`src/rtl/core/ecc_pkg.sv`:
```
// shared types and constants of the enclosure climate controller
// no dependencies; imported by the top level, the checker and the bench
`timescale 1ns / 1ps

package ecc_pkg;

    // climate mode codes as they appear on the result word
    typedef enum logic [1:0] {
        MODE_FAN     = 2'd0,
        MODE_NATURAL = 2'd1,
        MODE_HEAT    = 2'd2
    } t_climate_mode;

    // remote uv command codes
    typedef enum logic [1:0] {
        UV_CMD_NONE   = 2'd0,
        UV_CMD_ON     = 2'd1,
        UV_CMD_OFF    = 2'd2,
        UV_CMD_TOGGLE = 2'd3
    } t_uv_cmd;

    // configuration register indexes
    typedef enum logic [2:0] {
        CFG_TARGET_LOW  = 3'd0,
        CFG_TARGET_HIGH = 3'd1,
        CFG_DANGER      = 3'd2,
        CFG_DEAD_BAND   = 3'd3,
        CFG_PERIOD      = 3'd4,
        CFG_LOCKOUT     = 3'd5
    } t_cfg_idx;

    localparam int unsigned CFG_DATA_W = 16;
    localparam int unsigned CFG_IDX_W  = 3;
    localparam int unsigned TEMP_W     = 13;
    localparam int unsigned DEG_W      = 7;
    localparam int unsigned BAND_W     = 8;
    localparam int unsigned TICK_W     = 16;

    // register reset values
    localparam logic [DEG_W-1:0]         RST_TARGET_LOW  = 7'd20;
    localparam logic [DEG_W-1:0]         RST_TARGET_HIGH = 7'd35;
    localparam logic signed [TEMP_W-1:0] RST_DANGER      = 13'sd640;
    localparam logic [BAND_W-1:0]        RST_DEAD_BAND   = 8'd16;
    localparam logic [TICK_W-1:0]        RST_PERIOD      = 16'd3000;
    localparam logic [TICK_W-1:0]        RST_LOCKOUT     = 16'd300;

    // state reset values
    localparam logic [DEG_W-1:0] RST_TARGET = 7'd25;
    localparam logic [TICK_W-1:0] TICK_MAX  = 16'hFFFF;

endpackage

```
`src/rtl/core/ecc_in_if.sv`:
```
// input channel of the enclosure climate controller: one tick word
// standalone; valid/ready handshake plus the tick fields
`timescale 1ns / 1ps

interface ecc_in_if;
    logic              valid;
    logic              ready;
    logic              in_setting_mode;
    logic              up_pressed;
    logic              down_pressed;
    logic              uv_switch;
    logic signed [12:0] temperature;
    logic        [1:0] func;

    modport source (
        output valid, in_setting_mode, up_pressed, down_pressed, uv_switch,
               temperature, func,
        input  ready
    );

    modport sink (
        input  valid, in_setting_mode, up_pressed, down_pressed, uv_switch,
               temperature, func,
        output ready
    );
endinterface

```
`src/rtl/core/ecc_out_if.sv`:
```
// output channel of the enclosure climate controller: one result word per tick
// standalone; valid/ready handshake plus the result fields
`timescale 1ns / 1ps

interface ecc_out_if;
    logic               valid;
    logic               ready;
    logic               heater_on;
    logic               fan_on;
    logic               uv_on;
    logic        [1:0]  climate_mode;
    logic        [6:0]  target_degrees;
    logic signed [12:0] last_temperature;
    logic               decided;

    modport source (
        output valid, heater_on, fan_on, uv_on, climate_mode, target_degrees,
               last_temperature, decided,
        input  ready
    );

    modport sink (
        input  valid, heater_on, fan_on, uv_on, climate_mode, target_degrees,
               last_temperature, decided,
        output ready
    );
endinterface

```
`src/rtl/core/enclosure_climate_controller.sv`:
```
// Enclosure climate controller: hysteresis thermostat, target buttons and uv lamp
// control. Each input word is one millisecond tick and yields exactly one result word.
// One word is accepted per clock while the result side is not stalled. Its result passes
// from the input register into the result register, where the sink can take it.
// Throughput is set by the single update of the controller state between those two
// registers. Result backpressure stalls the input register, which in turn drops
// i_in.ready. Configuration must be written through i_cfg_we/i_cfg_idx/i_cfg_data only
// while no word is in flight; the block itself does not enforce this. Indexes beyond the
// register list are ignored. Depends on ecc_pkg, ecc_in_if and ecc_out_if.
`timescale 1ns / 1ps

module enclosure_climate_controller (
    input  logic                                i_clk,
    input  logic                                i_rst_n,
    ecc_in_if.sink                              i_in,
    ecc_out_if.source                           o_out,
    input  logic                                i_cfg_we,
    input  logic [ecc_pkg::CFG_IDX_W-1:0]       i_cfg_idx,
    input  logic [ecc_pkg::CFG_DATA_W-1:0]      i_cfg_data
);
    import ecc_pkg::*;

    // ---------------- configuration registers ----------------
    logic        [DEG_W-1:0]  r_target_low;
    logic        [DEG_W-1:0]  r_target_high;
    logic signed [TEMP_W-1:0] r_danger;
    logic        [BAND_W-1:0] r_dead_band;
    logic        [TICK_W-1:0] r_period;
    logic        [TICK_W-1:0] r_lockout;

    always_ff @(posedge i_clk) begin
        if (!i_rst_n) begin
            r_target_low  <= RST_TARGET_LOW;
            r_target_high <= RST_TARGET_HIGH;
            r_danger      <= RST_DANGER;
            r_dead_band   <= RST_DEAD_BAND;
            r_period      <= RST_PERIOD;
            r_lockout     <= RST_LOCKOUT;
        end else if (i_cfg_we) begin
            unique case (t_cfg_idx'(i_cfg_idx))
                CFG_TARGET_LOW:  r_target_low  <= i_cfg_data[DEG_W-1:0];
                CFG_TARGET_HIGH: r_target_high <= i_cfg_data[DEG_W-1:0];
                CFG_DANGER:      r_danger      <= $signed(i_cfg_data[TEMP_W-1:0]);
                CFG_DEAD_BAND:   r_dead_band   <= i_cfg_data[BAND_W-1:0];
                CFG_PERIOD:      r_period      <= i_cfg_data[TICK_W-1:0];
                CFG_LOCKOUT:     r_lockout     <= i_cfg_data[TICK_W-1:0];
                default: begin
                    // unused index, write dropped
                end
            endcase
        end
    end

    // ---------------- handshake ----------------
    logic r_in_valid;
    logic r_out_valid;
    logic w_out_free;   // result register can take a word this cycle
    logic w_adv;        // input register moves into the result register

    assign w_out_free = !r_out_valid || o_out.ready;
    assign w_adv      = r_in_valid && w_out_free;
    assign i_in.ready = !r_in_valid || w_out_free;

    // ---------------- input register ----------------
    logic               r_in_setting;
    logic               r_in_up;
    logic               r_in_down;
    logic               r_in_sw;
    logic signed [TEMP_W-1:0] r_in_temp;
    t_uv_cmd            r_in_func;

    always_ff @(posedge i_clk) begin
        if (!i_rst_n) begin
            r_in_valid <= 1'b0;
        end else if (i_in.ready) begin
            r_in_valid <= i_in.valid;
        end
    end

    always_ff @(posedge i_clk) begin
        if (i_in.valid && i_in.ready) begin
            r_in_setting <= i_in.in_setting_mode;
            r_in_up      <= i_in.up_pressed;
            r_in_down    <= i_in.down_pressed;
            r_in_sw      <= i_in.uv_switch;
            r_in_temp    <= i_in.temperature;
            r_in_func    <= t_uv_cmd'(i_in.func);
        end
    end

    // ---------------- controller state ----------------
    logic        [DEG_W-1:0]  r_target, n_target;
    t_climate_mode            r_mode, n_mode;
    logic                     r_armed, n_armed;
    logic        [TICK_W-1:0] r_lock_cnt, n_lock_cnt;
    logic        [TICK_W-1:0] r_per_cnt, n_per_cnt;
    logic                     r_per_run, n_per_run;
    logic                     r_rem_act, n_rem_act;
    logic                     r_rem_uv, n_rem_uv;
    logic signed [TEMP_W-1:0] r_held, n_held;

    // per-tick decode
    logic                     w_uv;
    logic                     w_decide;
    logic                     w_rem_act_cmd;   // remote state after the command
    logic                     w_rem_uv_cmd;
    logic        [TICK_W-1:0] w_lock_inc;
    logic signed [TEMP_W:0]   w_t16;           // target in sixteenths
    logic signed [TEMP_W:0]   w_band;
    logic signed [TEMP_W:0]   w_temp_x;
    logic signed [TEMP_W:0]   w_danger_x;

    // compare operands sign-extended by one bit: target*16 +/- band spans -255..2287
    assign w_t16      = $signed({3'b000, r_target, 4'b0000});
    assign w_band     = $signed({{(TEMP_W+1-BAND_W){1'b0}}, r_dead_band});
    assign w_temp_x   = {r_in_temp[TEMP_W-1], r_in_temp};
    assign w_danger_x = {r_danger[TEMP_W-1], r_danger};
    assign w_lock_inc = (r_lock_cnt == TICK_MAX) ? r_lock_cnt : r_lock_cnt + 1'b1;

    always_comb begin
        n_target   = r_target;
        n_mode     = r_mode;
        n_armed    = r_armed;
        n_per_cnt  = r_per_cnt;
        n_per_run  = r_per_run;
        n_held     = r_held;
        n_lock_cnt = w_lock_inc;
        w_decide   = 1'b0;

        // remote command is applied before anything else
        unique case (r_in_func)
            UV_CMD_NONE: begin
                w_rem_act_cmd = r_rem_act;
                w_rem_uv_cmd  = r_rem_uv;
            end
            UV_CMD_ON: begin
                w_rem_act_cmd = 1'b1;
                w_rem_uv_cmd  = 1'b1;
            end
            UV_CMD_OFF: begin
                w_rem_act_cmd = 1'b1;
                w_rem_uv_cmd  = 1'b0;
            end
            UV_CMD_TOGGLE: begin
                w_rem_act_cmd = 1'b1;
                w_rem_uv_cmd  = !r_rem_uv;
            end
            default: begin
                w_rem_act_cmd = r_rem_act;
                w_rem_uv_cmd  = r_rem_uv;
            end
        endcase

        // lamp follows remote flag on this tick even if setting mode drops remote
        w_uv      = w_rem_act_cmd ? w_rem_uv_cmd : r_in_sw;
        n_rem_uv  = w_rem_uv_cmd;
        n_rem_act = w_rem_act_cmd;

        if (!r_in_setting) begin
            // operating mode: period timer restarts on the first tick and after a decision
            if (!r_per_run) begin
                n_per_run = 1'b1;
                n_per_cnt = '0;
            end else begin
                n_per_cnt = (r_per_cnt == TICK_MAX) ? r_per_cnt : r_per_cnt + 1'b1;
            end
            if (n_per_cnt >= r_period) begin
                w_decide  = 1'b1;
                n_per_cnt = '0;
                n_held    = r_in_temp;
                priority if (w_temp_x > w_danger_x) begin
                    n_mode = MODE_FAN;
                end else if (w_temp_x > w_t16 + w_band) begin
                    n_mode = MODE_NATURAL;
                end else if (w_temp_x > w_t16 - w_band) begin
                    n_mode = r_mode;    // inside hold band
                end else begin
                    n_mode = MODE_HEAT;
                end
            end
        end else begin
            // setting mode: remote off, timer stopped, buttons step the target
            n_rem_act = 1'b0;
            n_per_run = 1'b0;
            if (r_armed) begin
                priority if (r_in_up) begin
                    n_armed    = 1'b0;
                    n_lock_cnt = '0;
                    if (r_target < r_target_high) begin
                        n_target = r_target + 1'b1;
                    end
                end else if (r_in_down) begin
                    n_armed    = 1'b0;
                    n_lock_cnt = '0;
                    if (r_target > r_target_low) begin
                        n_target = r_target - 1'b1;
                    end
                end else begin
                    n_armed = r_armed;
                end
            end else if (w_lock_inc >= r_lockout) begin
                n_armed = 1'b1;   // re-arm only, no step on this tick
            end
        end
    end

    always_ff @(posedge i_clk) begin
        if (!i_rst_n) begin
            r_target   <= RST_TARGET;
            r_mode     <= MODE_NATURAL;
            r_armed    <= 1'b1;
            r_lock_cnt <= '0;
            r_per_cnt  <= '0;
            r_per_run  <= 1'b0;
            r_rem_act  <= 1'b0;
            r_rem_uv   <= 1'b0;
            r_held     <= '0;
        end else if (w_adv) begin
            r_target   <= n_target;
            r_mode     <= n_mode;
            r_armed    <= n_armed;
            r_lock_cnt <= n_lock_cnt;
            r_per_cnt  <= n_per_cnt;
            r_per_run  <= n_per_run;
            r_rem_act  <= n_rem_act;
            r_rem_uv   <= n_rem_uv;
            r_held     <= n_held;
        end
    end

    // ---------------- result register ----------------
    logic               r_out_heater;
    logic               r_out_fan;
    logic               r_out_uv;
    t_climate_mode      r_out_mode;
    logic [DEG_W-1:0]   r_out_target;
    logic signed [TEMP_W-1:0] r_out_held;
    logic               r_out_decided;

    always_ff @(posedge i_clk) begin
        if (!i_rst_n) begin
            r_out_valid <= 1'b0;
        end else if (w_out_free) begin
            r_out_valid <= r_in_valid;
        end
    end

    always_ff @(posedge i_clk) begin
        if (w_adv) begin
            r_out_heater  <= (n_mode == MODE_HEAT);
            r_out_fan     <= (n_mode == MODE_FAN);
            r_out_uv      <= w_uv;
            r_out_mode    <= n_mode;
            r_out_target  <= n_target;
            r_out_held    <= n_held;
            r_out_decided <= w_decide;
        end
    end

    assign o_out.valid            = r_out_valid;
    assign o_out.heater_on        = r_out_heater;
    assign o_out.fan_on           = r_out_fan;
    assign o_out.uv_on            = r_out_uv;
    assign o_out.climate_mode     = r_out_mode;
    assign o_out.target_degrees   = r_out_target;
    assign o_out.last_temperature = r_out_held;
    assign o_out.decided          = r_out_decided;

endmodule

```
`src/flat_wrapper.sv`:
```
// flat-port wrapper written by rule: the top's interface ports become plain ports
module enclosure_climate_controller_flat import ecc_pkg::*;
  (i_clk, i_rst_n, i_cfg_we, i_cfg_idx, i_cfg_data, i_in_valid, i_in_in_setting_mode, i_in_up_pressed, i_in_down_pressed, i_in_uv_switch, i_in_temperature, i_in_func, i_in_ready, o_out_valid, o_out_heater_on, o_out_fan_on, o_out_uv_on, o_out_climate_mode, o_out_target_degrees, o_out_last_temperature, o_out_decided, o_out_ready);
  ecc_in_if i_in_i ();
  ecc_out_if o_out_i ();
  input  logic i_clk;
  input  logic i_rst_n;
  input  logic i_cfg_we;
  input  logic [ecc_pkg::CFG_IDX_W-1:0] i_cfg_idx;
  input  logic [ecc_pkg::CFG_DATA_W-1:0] i_cfg_data;
  input wire logic [$bits(i_in_i.valid)-1:0] i_in_valid;
  input wire logic [$bits(i_in_i.in_setting_mode)-1:0] i_in_in_setting_mode;
  input wire logic [$bits(i_in_i.up_pressed)-1:0] i_in_up_pressed;
  input wire logic [$bits(i_in_i.down_pressed)-1:0] i_in_down_pressed;
  input wire logic [$bits(i_in_i.uv_switch)-1:0] i_in_uv_switch;
  input wire logic [$bits(i_in_i.temperature)-1:0] i_in_temperature;
  input wire logic [$bits(i_in_i.func)-1:0] i_in_func;
  output wire logic [$bits(i_in_i.ready)-1:0] i_in_ready;
  output wire logic [$bits(o_out_i.valid)-1:0] o_out_valid;
  output wire logic [$bits(o_out_i.heater_on)-1:0] o_out_heater_on;
  output wire logic [$bits(o_out_i.fan_on)-1:0] o_out_fan_on;
  output wire logic [$bits(o_out_i.uv_on)-1:0] o_out_uv_on;
  output wire logic [$bits(o_out_i.climate_mode)-1:0] o_out_climate_mode;
  output wire logic [$bits(o_out_i.target_degrees)-1:0] o_out_target_degrees;
  output wire logic [$bits(o_out_i.last_temperature)-1:0] o_out_last_temperature;
  output wire logic [$bits(o_out_i.decided)-1:0] o_out_decided;
  input wire logic [$bits(o_out_i.ready)-1:0] o_out_ready;
  assign i_in_i.valid = i_in_valid;
  assign i_in_i.in_setting_mode = i_in_in_setting_mode;
  assign i_in_i.up_pressed = i_in_up_pressed;
  assign i_in_i.down_pressed = i_in_down_pressed;
  assign i_in_i.uv_switch = i_in_uv_switch;
  assign i_in_i.temperature = i_in_temperature;
  assign i_in_i.func = i_in_func;
  assign i_in_ready = i_in_i.ready;
  assign o_out_valid = o_out_i.valid;
  assign o_out_heater_on = o_out_i.heater_on;
  assign o_out_fan_on = o_out_i.fan_on;
  assign o_out_uv_on = o_out_i.uv_on;
  assign o_out_climate_mode = o_out_i.climate_mode;
  assign o_out_target_degrees = o_out_i.target_degrees;
  assign o_out_last_temperature = o_out_i.last_temperature;
  assign o_out_decided = o_out_i.decided;
  assign o_out_i.ready = o_out_ready;
  enclosure_climate_controller u_core (.i_clk(i_clk), .i_rst_n(i_rst_n), .i_in(i_in_i), .o_out(o_out_i), .i_cfg_we(i_cfg_we), .i_cfg_idx(i_cfg_idx), .i_cfg_data(i_cfg_data));
endmodule
```
`config.mk`:
```
export PLATFORM = sky130hd
export DESIGN_NAME = enclosure_climate_controller_flat
export DESIGN_NICKNAME = d
export VERILOG_FILES = /design/src/rtl/core/ecc_pkg.sv /design/src/rtl/core/ecc_in_if.sv /design/src/rtl/core/ecc_out_if.sv /design/src/rtl/core/enclosure_climate_controller.sv /design/src/flat_wrapper.sv
export SDC_FILE = /design/constraint.sdc
export NUM_CORES = 1
export LEC_CHECK = 0
export ABC_AREA = 1
export BUFFER_PORTS_ARGS = -buffer_cell sky130_fd_sc_hd__buf_4
export CORE_MARGIN = 3
export CORE_UTILIZATION = 35
export DETAILED_ROUTE_END_ITERATION = 8
export HOLD_SLACK_MARGIN = 0.05
export PLACE_DENSITY = 0.58
export SKIP_LAST_GASP = 1
export SYNTH_ARGS = -nofsm -noshare
export SYNTH_HDL_FRONTEND = slang
export SYNTH_SLANG_ARGS = --single-unit
```
`constraint.sdc`:
```
create_clock -name i_clk -period 2.6 [get_ports i_clk]
set_input_delay 0.52 -clock i_clk [delete_from_list [all_inputs] [get_ports i_clk]]
set_output_delay 0.52 -clock i_clk [all_outputs]
set_load 0.01 [all_outputs]
```
-- Yosys cells after proc, flatten, opt, wreduce, memory -nomap -nowiden
Cells that the tools add are included.
- add/sub/neg operators: 6
- $lt $le $gt $ge: 7
- equality and inequality tests: 11
- muxes and demuxes: 32
- bitwise logic cells: 1
- reduce and logical (&&, ||, !) cells: 19
- operator list (kind ; number):
    $mux W16 ; 9
    $mux W7 ; 6
    $add A16 B1 Y16 const B ; 2
    $eq A16 B16 Y1 const B ; 2
    $ge A16 B16 Y1 ; 2
    $gt A13 B13 Y1 ; 2
    $mux W13 ; 2
    $reduce_and A2 Y1 ; 8
    $gt A13 B12 Y1 ; 1
    $add A11 B8 Y12 ; 1
    $sub A11 B8 Y12 ; 1
    $mux W2 ; 5
    $mux W1 ; 8
    $add A7 B1 Y7 const B ; 1
    $gt A7 B7 Y1 ; 1
    $lt A7 B7 Y1 ; 1
    $sub A7 B1 Y7 const B ; 1
    $eq A2 B2 Y1 const B ; 3
    $eq A3 B2 Y1 const B ; 2
    $eq A3 B3 Y1 const B ; 2
    $logic_not A2 Y1 ; 2
    $pmux W1 S4 ; 1
    $eq A3 B1 Y1 const B ; 1
    $logic_not A1 Y1 ; 3
    other kinds (7) ; 9
- register bits after elaboration: 172
- input port bits: 43
- output and inout port bits: 28
- logic and storage cells: 106

-- Logic depth before layout (Yosys ltp)
- depth in word-level cells: 8
- gate-level depth with buffers: 25
- mapped depth without buffers: 25

-- Worst setup path before layout
No wires, ideal clock.
- kind: flip-flop to flip-flop
- start: register u_core.r_per_cnt[0]
- end: register u_core.r_out_heater, in the netlist u_core.o_out.heater_on (data pin)
- setup time: 253 ps
- data arrival time: 2592 ps
- required time: 2347 ps
- path slack: -245 ps
- stages on the path, launching flop included: 21
- path buffers: 0
- period minus slack after synthesis: 2845 ps
- cell sequence: dfxtp_1 -> ha_1 -> nand2_1 -> inv_1 -> nand2_1 -> nor2_4 -> nand3_1 -> xnor2_1 -> o21ai_0 -> inv_1 -> ha_1 -> nand2_1 -> nor4_2 -> nand2_1 -> nand3_2 -> nand2_4 -> inv_4 -> and2_1 -> nand2_1 -> nand2_1 -> nor2_1
- word-level cells in the longest chain between the ends: 8
- elaborated cells on any way between the ends: 9
- classes of those cells: add/sub (1); order compare (1); eq/ne (2); mux (5)
- ends and longest elaborated chain (item ; line ; source):
    from (decl) ; enclosure_climate_controller.sv:96 ; logic [TICK_W-1:0] r_per_cnt, n_per_cnt;
    from (signal assigned) ; enclosure_climate_controller.sv:223 ; r_per_cnt <= n_per_cnt;
    $add A16 B1 Y16 or $eq A16 B16 Y1 (tied branches) ; enclosure_climate_controller.sv:165 ; n_per_cnt = (r_per_cnt == TICK_MAX) ? r_per_cnt : r_per_cnt + 1'b1;
    $mux W16 (*) ; enclosure_climate_controller.sv:165 ;
    $mux W16 (*) ; enclosure_climate_controller.sv:161 ; if (!r_per_run) begin
    $mux W16 (*) ; enclosure_climate_controller.sv:159 ; if (!r_in_setting) begin
    $ge A16 B16 Y1 (*) ; enclosure_climate_controller.sv:167 ; if (n_per_cnt >= r_period) begin
    $mux W2 (*) ; enclosure_climate_controller.sv:167 ;
    $mux W2 (*) ; enclosure_climate_controller.sv:159 ;
    via u_core.n_mode[0] ; enclosure_climate_controller.sv:93 ; t_climate_mode r_mode, n_mode;
    $eq A2 B2 Y1 (*) ; enclosure_climate_controller.sv:250 ; r_out_heater <= (n_mode == MODE_HEAT);
    to (signal assigned) ; enclosure_climate_controller.sv:250 ;
    to (decl) ; enclosure_climate_controller.sv:232 ; logic r_out_heater;
The timed path passes the listed nets; every way through them passes the cells marked *. The select of a mux whose other input is x is not followed.
A chain may end at the register's enable or synchronous reset.

-- Final worst setup path
Ends and elaborated chain as after synthesis.

==> metrics.md <==
| Metric | Value |
|---|---|
| Port buffer count | 70 |
| CTS clk-pin slew, worst paths | 70 ps |
| FF+latch count, synth | approximately 170 |
| Grt ovf | 0 |
| Via count | ~9000 |
| LEAKAGE | between 6 and 7 nW |
| Setup crit end kind | flip-flop |
| Vias in the first global route | 8389 |
| Initial antenna violation count | 0 |
| Worst path max stage delay | 370 ps |
| Top cells by area, synth | dfxtp_1 (26%), edfxtp_1 (14%), ha_1 (12%) |
| CTS root buf | clkbuf_16 |
| CTS tree | built |
| Yosys top cell area share | between 20% and 30% |
| Critical path required time | between 2000 and 3000 ps |
| Syn avg cell area | 7.64 sq um |
| Final setup violation count | just under 50 |
| Worst endpoint data arrival time | roughly 3200 ps |
| TritonCTS Sinks | between 150 and 200 |
| Starting density of the core | between 30% and 40% |
| First-pass GRT wire length | ~43 mm |
| Hold buffer count at CTS | 0 |
| Worst hold margin | about 260 ps |
| Final nets | ~1600 |
| Upper clock frequency limit | between 300 and 400 MHz |
| Die footprint | 30100 sq um |
| Status | complete, but fails checks |
| Yosys top cell by area | dfxtp_1 |
| Vias per std cell | 4.78 |
| R2R setup slack | -440 ps |
| RSZ-0062 raised after global routing | yes |
| Routed WL | roughly 27 mm |
| Rows | 60 |
| DIE HEIGHT | 174 microns |
| Post-Place Setup Slack | -433 ps |
| CP most frequent cell | nand2_2 |
| Residual DRC | 0 |
| Final worst slack | -435 ps |
| VDD IR max | 0.444 mV |
| 1st-iter DRT viols | around 570 |
| Failing checks | setup timing |
| IO Pins | 71 |
| Tcrit/Tclk final | 117% |
| Max transition margin | between 20% and 30% |
| GPL Wtd Cong | 0.829 |
| Mapped Area | 9830 sq um |
| Crit start category | flip-flop |
| Routed length per instance | 14.5 microns |
| Hold Path End | u_core.r_in_temp[10] |
| Crit Path Max Fanout | 6 |
| Yosys cell types | 46 |
| Min Clock Period, post-route | roughly 3000 ps |
| Syn nets | about 1400 |
| Non-Filler Instances | 1866 |
| Die span in x | roughly 170 microns |
| Setup Skew | between 9 and 10 ps |
| Gate Count Post-Synth | between 1000 and 1500 |
| Total number of H-tree levels | 4 |
| Final slew viol count | 0 |
| Crit path kind | flip-flop to flip-flop |
| Fin util | between 40% and 50% |
| Core area | 27300 sq um |
| Least-Margin Pin Slew | ~1100 ps |
| Max cap viols | 0 |
| Worst reg-to-reg path cell count | 20 |
| Placed insts | roughly 1800 |
| Worst flop-to-flop path endpoint | u_core.o_out.heater_on |
| Largest net degree at the start of global routing | 52 |
| Clock Latency Late Sink | approximately 430 ps |
| Share of cells above drive strength 1 | about 30% |
| Synth Warn # | 0 |
| TritonCTS Buffers | 17 |
| Hold crit path type | input port to flip-flop |
| GRT Resource Usage Total | between 10% and 20% |
| Max clock buf depth | 2 |
| N_diodes | 0 |
| Hold path start | i_in_temperature[10] |
| Hold Path Depth | 1 |
| Post-DRT Antenna Nets | 0 |
| Hpwl dp | 19.5 mm |
| Slowest CP cell | dfxtp_4 |
| Final number of hold-violating endpoints | 0 |
| DRT Pass-1 Iters | 5 |
| Fin Setup TNS | -17220 ps |
| Pwr/cell area | roughly 500 nW/um^2 |
| Area Overhead vs Synth | 35.2% |
| Sequential area share after synthesis | about 40% |
| Reg-to-reg startpoint | u_core.r_per_cnt[0] |
| FILL cells | 2615 |
| Worst-path cell chain | ha_4 > nand2_4 > inv_2 > nand2_2 > nor2_4 > buf_6 > nand2_4 > nor3_4 > a211oi_4 > ha_1 > nand2_2 > nor4_4 > nand2_2 > nand3_4 > nand2_8 > inv_8 > and2_4 > nand2_2 > nand2_2 > nor2_1 |
[worst max-delay path: cells and delay by family, from the launching register on]
family / cells / cell delay, ps
flip-flops: 1 / 370
AO/OA/AOI/OAI: 1 / 70
adder cells (fa/ha/maj): 2 / 460
AND/OR/NAND/NOR: 14 / 1620
buffers and inverters: 3 / 280
[how the worst max path moves through the flow]
stage                   startpoint                            to  slack (ps)  cells past startpoint
6_report       u_core.r_per_cnt[0]        u_core.o_out.heater_on        -440                     20
3_3_place_gp   u_core.r_per_cnt[1]  u_core.o_out.climate_mode[0]        -380                     19
4_1_cts        u_core.r_per_cnt[0]           u_core.r_per_cnt[1]        -380                     20
5_1_grt        u_core.r_per_cnt[0]        u_core.o_out.heater_on        -570                     20
3_5_place_dp   u_core.r_per_cnt[3]  u_core.o_out.climate_mode[0]        -430                     18
2_1_floorplan  u_core.r_per_cnt[1]        u_core.o_out.heater_on         -90                     22
[layout by cell type, fill, tap and decap left out, types with 18 or more instances in the layout]
cell,instances
nand2_1,229
xor2_1,25
nor2_1,88
dfxtp_1,111
o21ai_0,70
o211ai_1,20
a21oi_1,111
ha_1,84
inv_2,20
edfxtp_1,45
clkbuf_16,18
inv_1,173
buf_4,194
nand3_1,33
nand2_2,39
[sequential cells by signal (all words and copies together), names as in the netlist, 13 cells and up]
signal and cells:
u_core.r_danger 13, u_core.r_lock_cnt 16, u_core.o_out.last_temperature 13, u_core.r_lockout 16, u_core.r_held 13, u_core.r_in_temp 13, u_core.r_per_cnt 16, u_core.r_period 16
[per-layer routing]
layer	share of wire (%)	global-route usage, %
met1	47	23.1
met2	48	29.2
met5	0	0
met4	1.3	4.09
met3	3.4	3.55
[final cells by class]
cell class / instances / area (sq um) / share of cell area [%]
Timing Repair Buffer: 209 / 1660 / 12.5
Timing Repair inverter: 1 / 8.76 / 0.0659
Clock buffer: 19 / 443 / 3.33
Tap cell: 372 / 465 / 3.50
Clock inverter: 13 / 164 / 1.23
Multi-Input combinational cell: 884 / 5870 / 44.2
Inverter: 196 / 743 / 5.59
Sequential cell: 172 / 3930 / 29.6
[cells in the mapped netlist (all sizes together)]
cell type  number
nor2          110
ha             95
inv           194
o211ai         20
edfxtp         45
o21a            3
nand3          50
a211oi          2
nand4          12
or3             1
nand3b          2
nand2         286
clkinv          2
clkbuf         30
nor4            1
o21bai          4
buf             5
o21ai          95
a31oi           3
dfxtp         127
nor3           20
a31o            1
or2             3
xor2           27
and2            1
mux2            1
a21oi         129
a22oi          12
xnor2           5
fa              1
[per-stage QoR]
stage / instance area [sq um] / power, mW
floorplan: 9930 / 3.56
global placement: 11600 / 3.90
detailed placement: 11600 / 3.92
CTS: 12500 / 6.64
global route: 13300 / 6.98
finish: 13300 / 6.64
[cell families after synthesis]
kind of cell	count (synthesis)	synth area share (%)
AND/OR/NAND/NOR	486	21.1
adder cells (fa/ha/maj)	96	12.3
buffers and inverters	231	9.03
XOR/XNOR	32	2.85
AO/OA/AOI/OAI	269	15.0
flip-flops	172	39.6
multiplexers	1	0.115
[what timing repair did]
item	4_1_cts	5_1_grt
buffers inserted	13	17
pin swaps	23	97
gates cloned	2	1
endpoints found under the setup margin	50	50
resized for setup	66	150
[report_power, final]
part | total, mW | internal [mW] | switching, mW
logic | 1.04 | 0.431 | 0.607
clock network | 2.67 | 1.55 | 1.12
registers | 2.93 | 2.86 | 0.0736
total | 6.64 | 4.84 | 1.80
(Power assumes the default switching activity.)
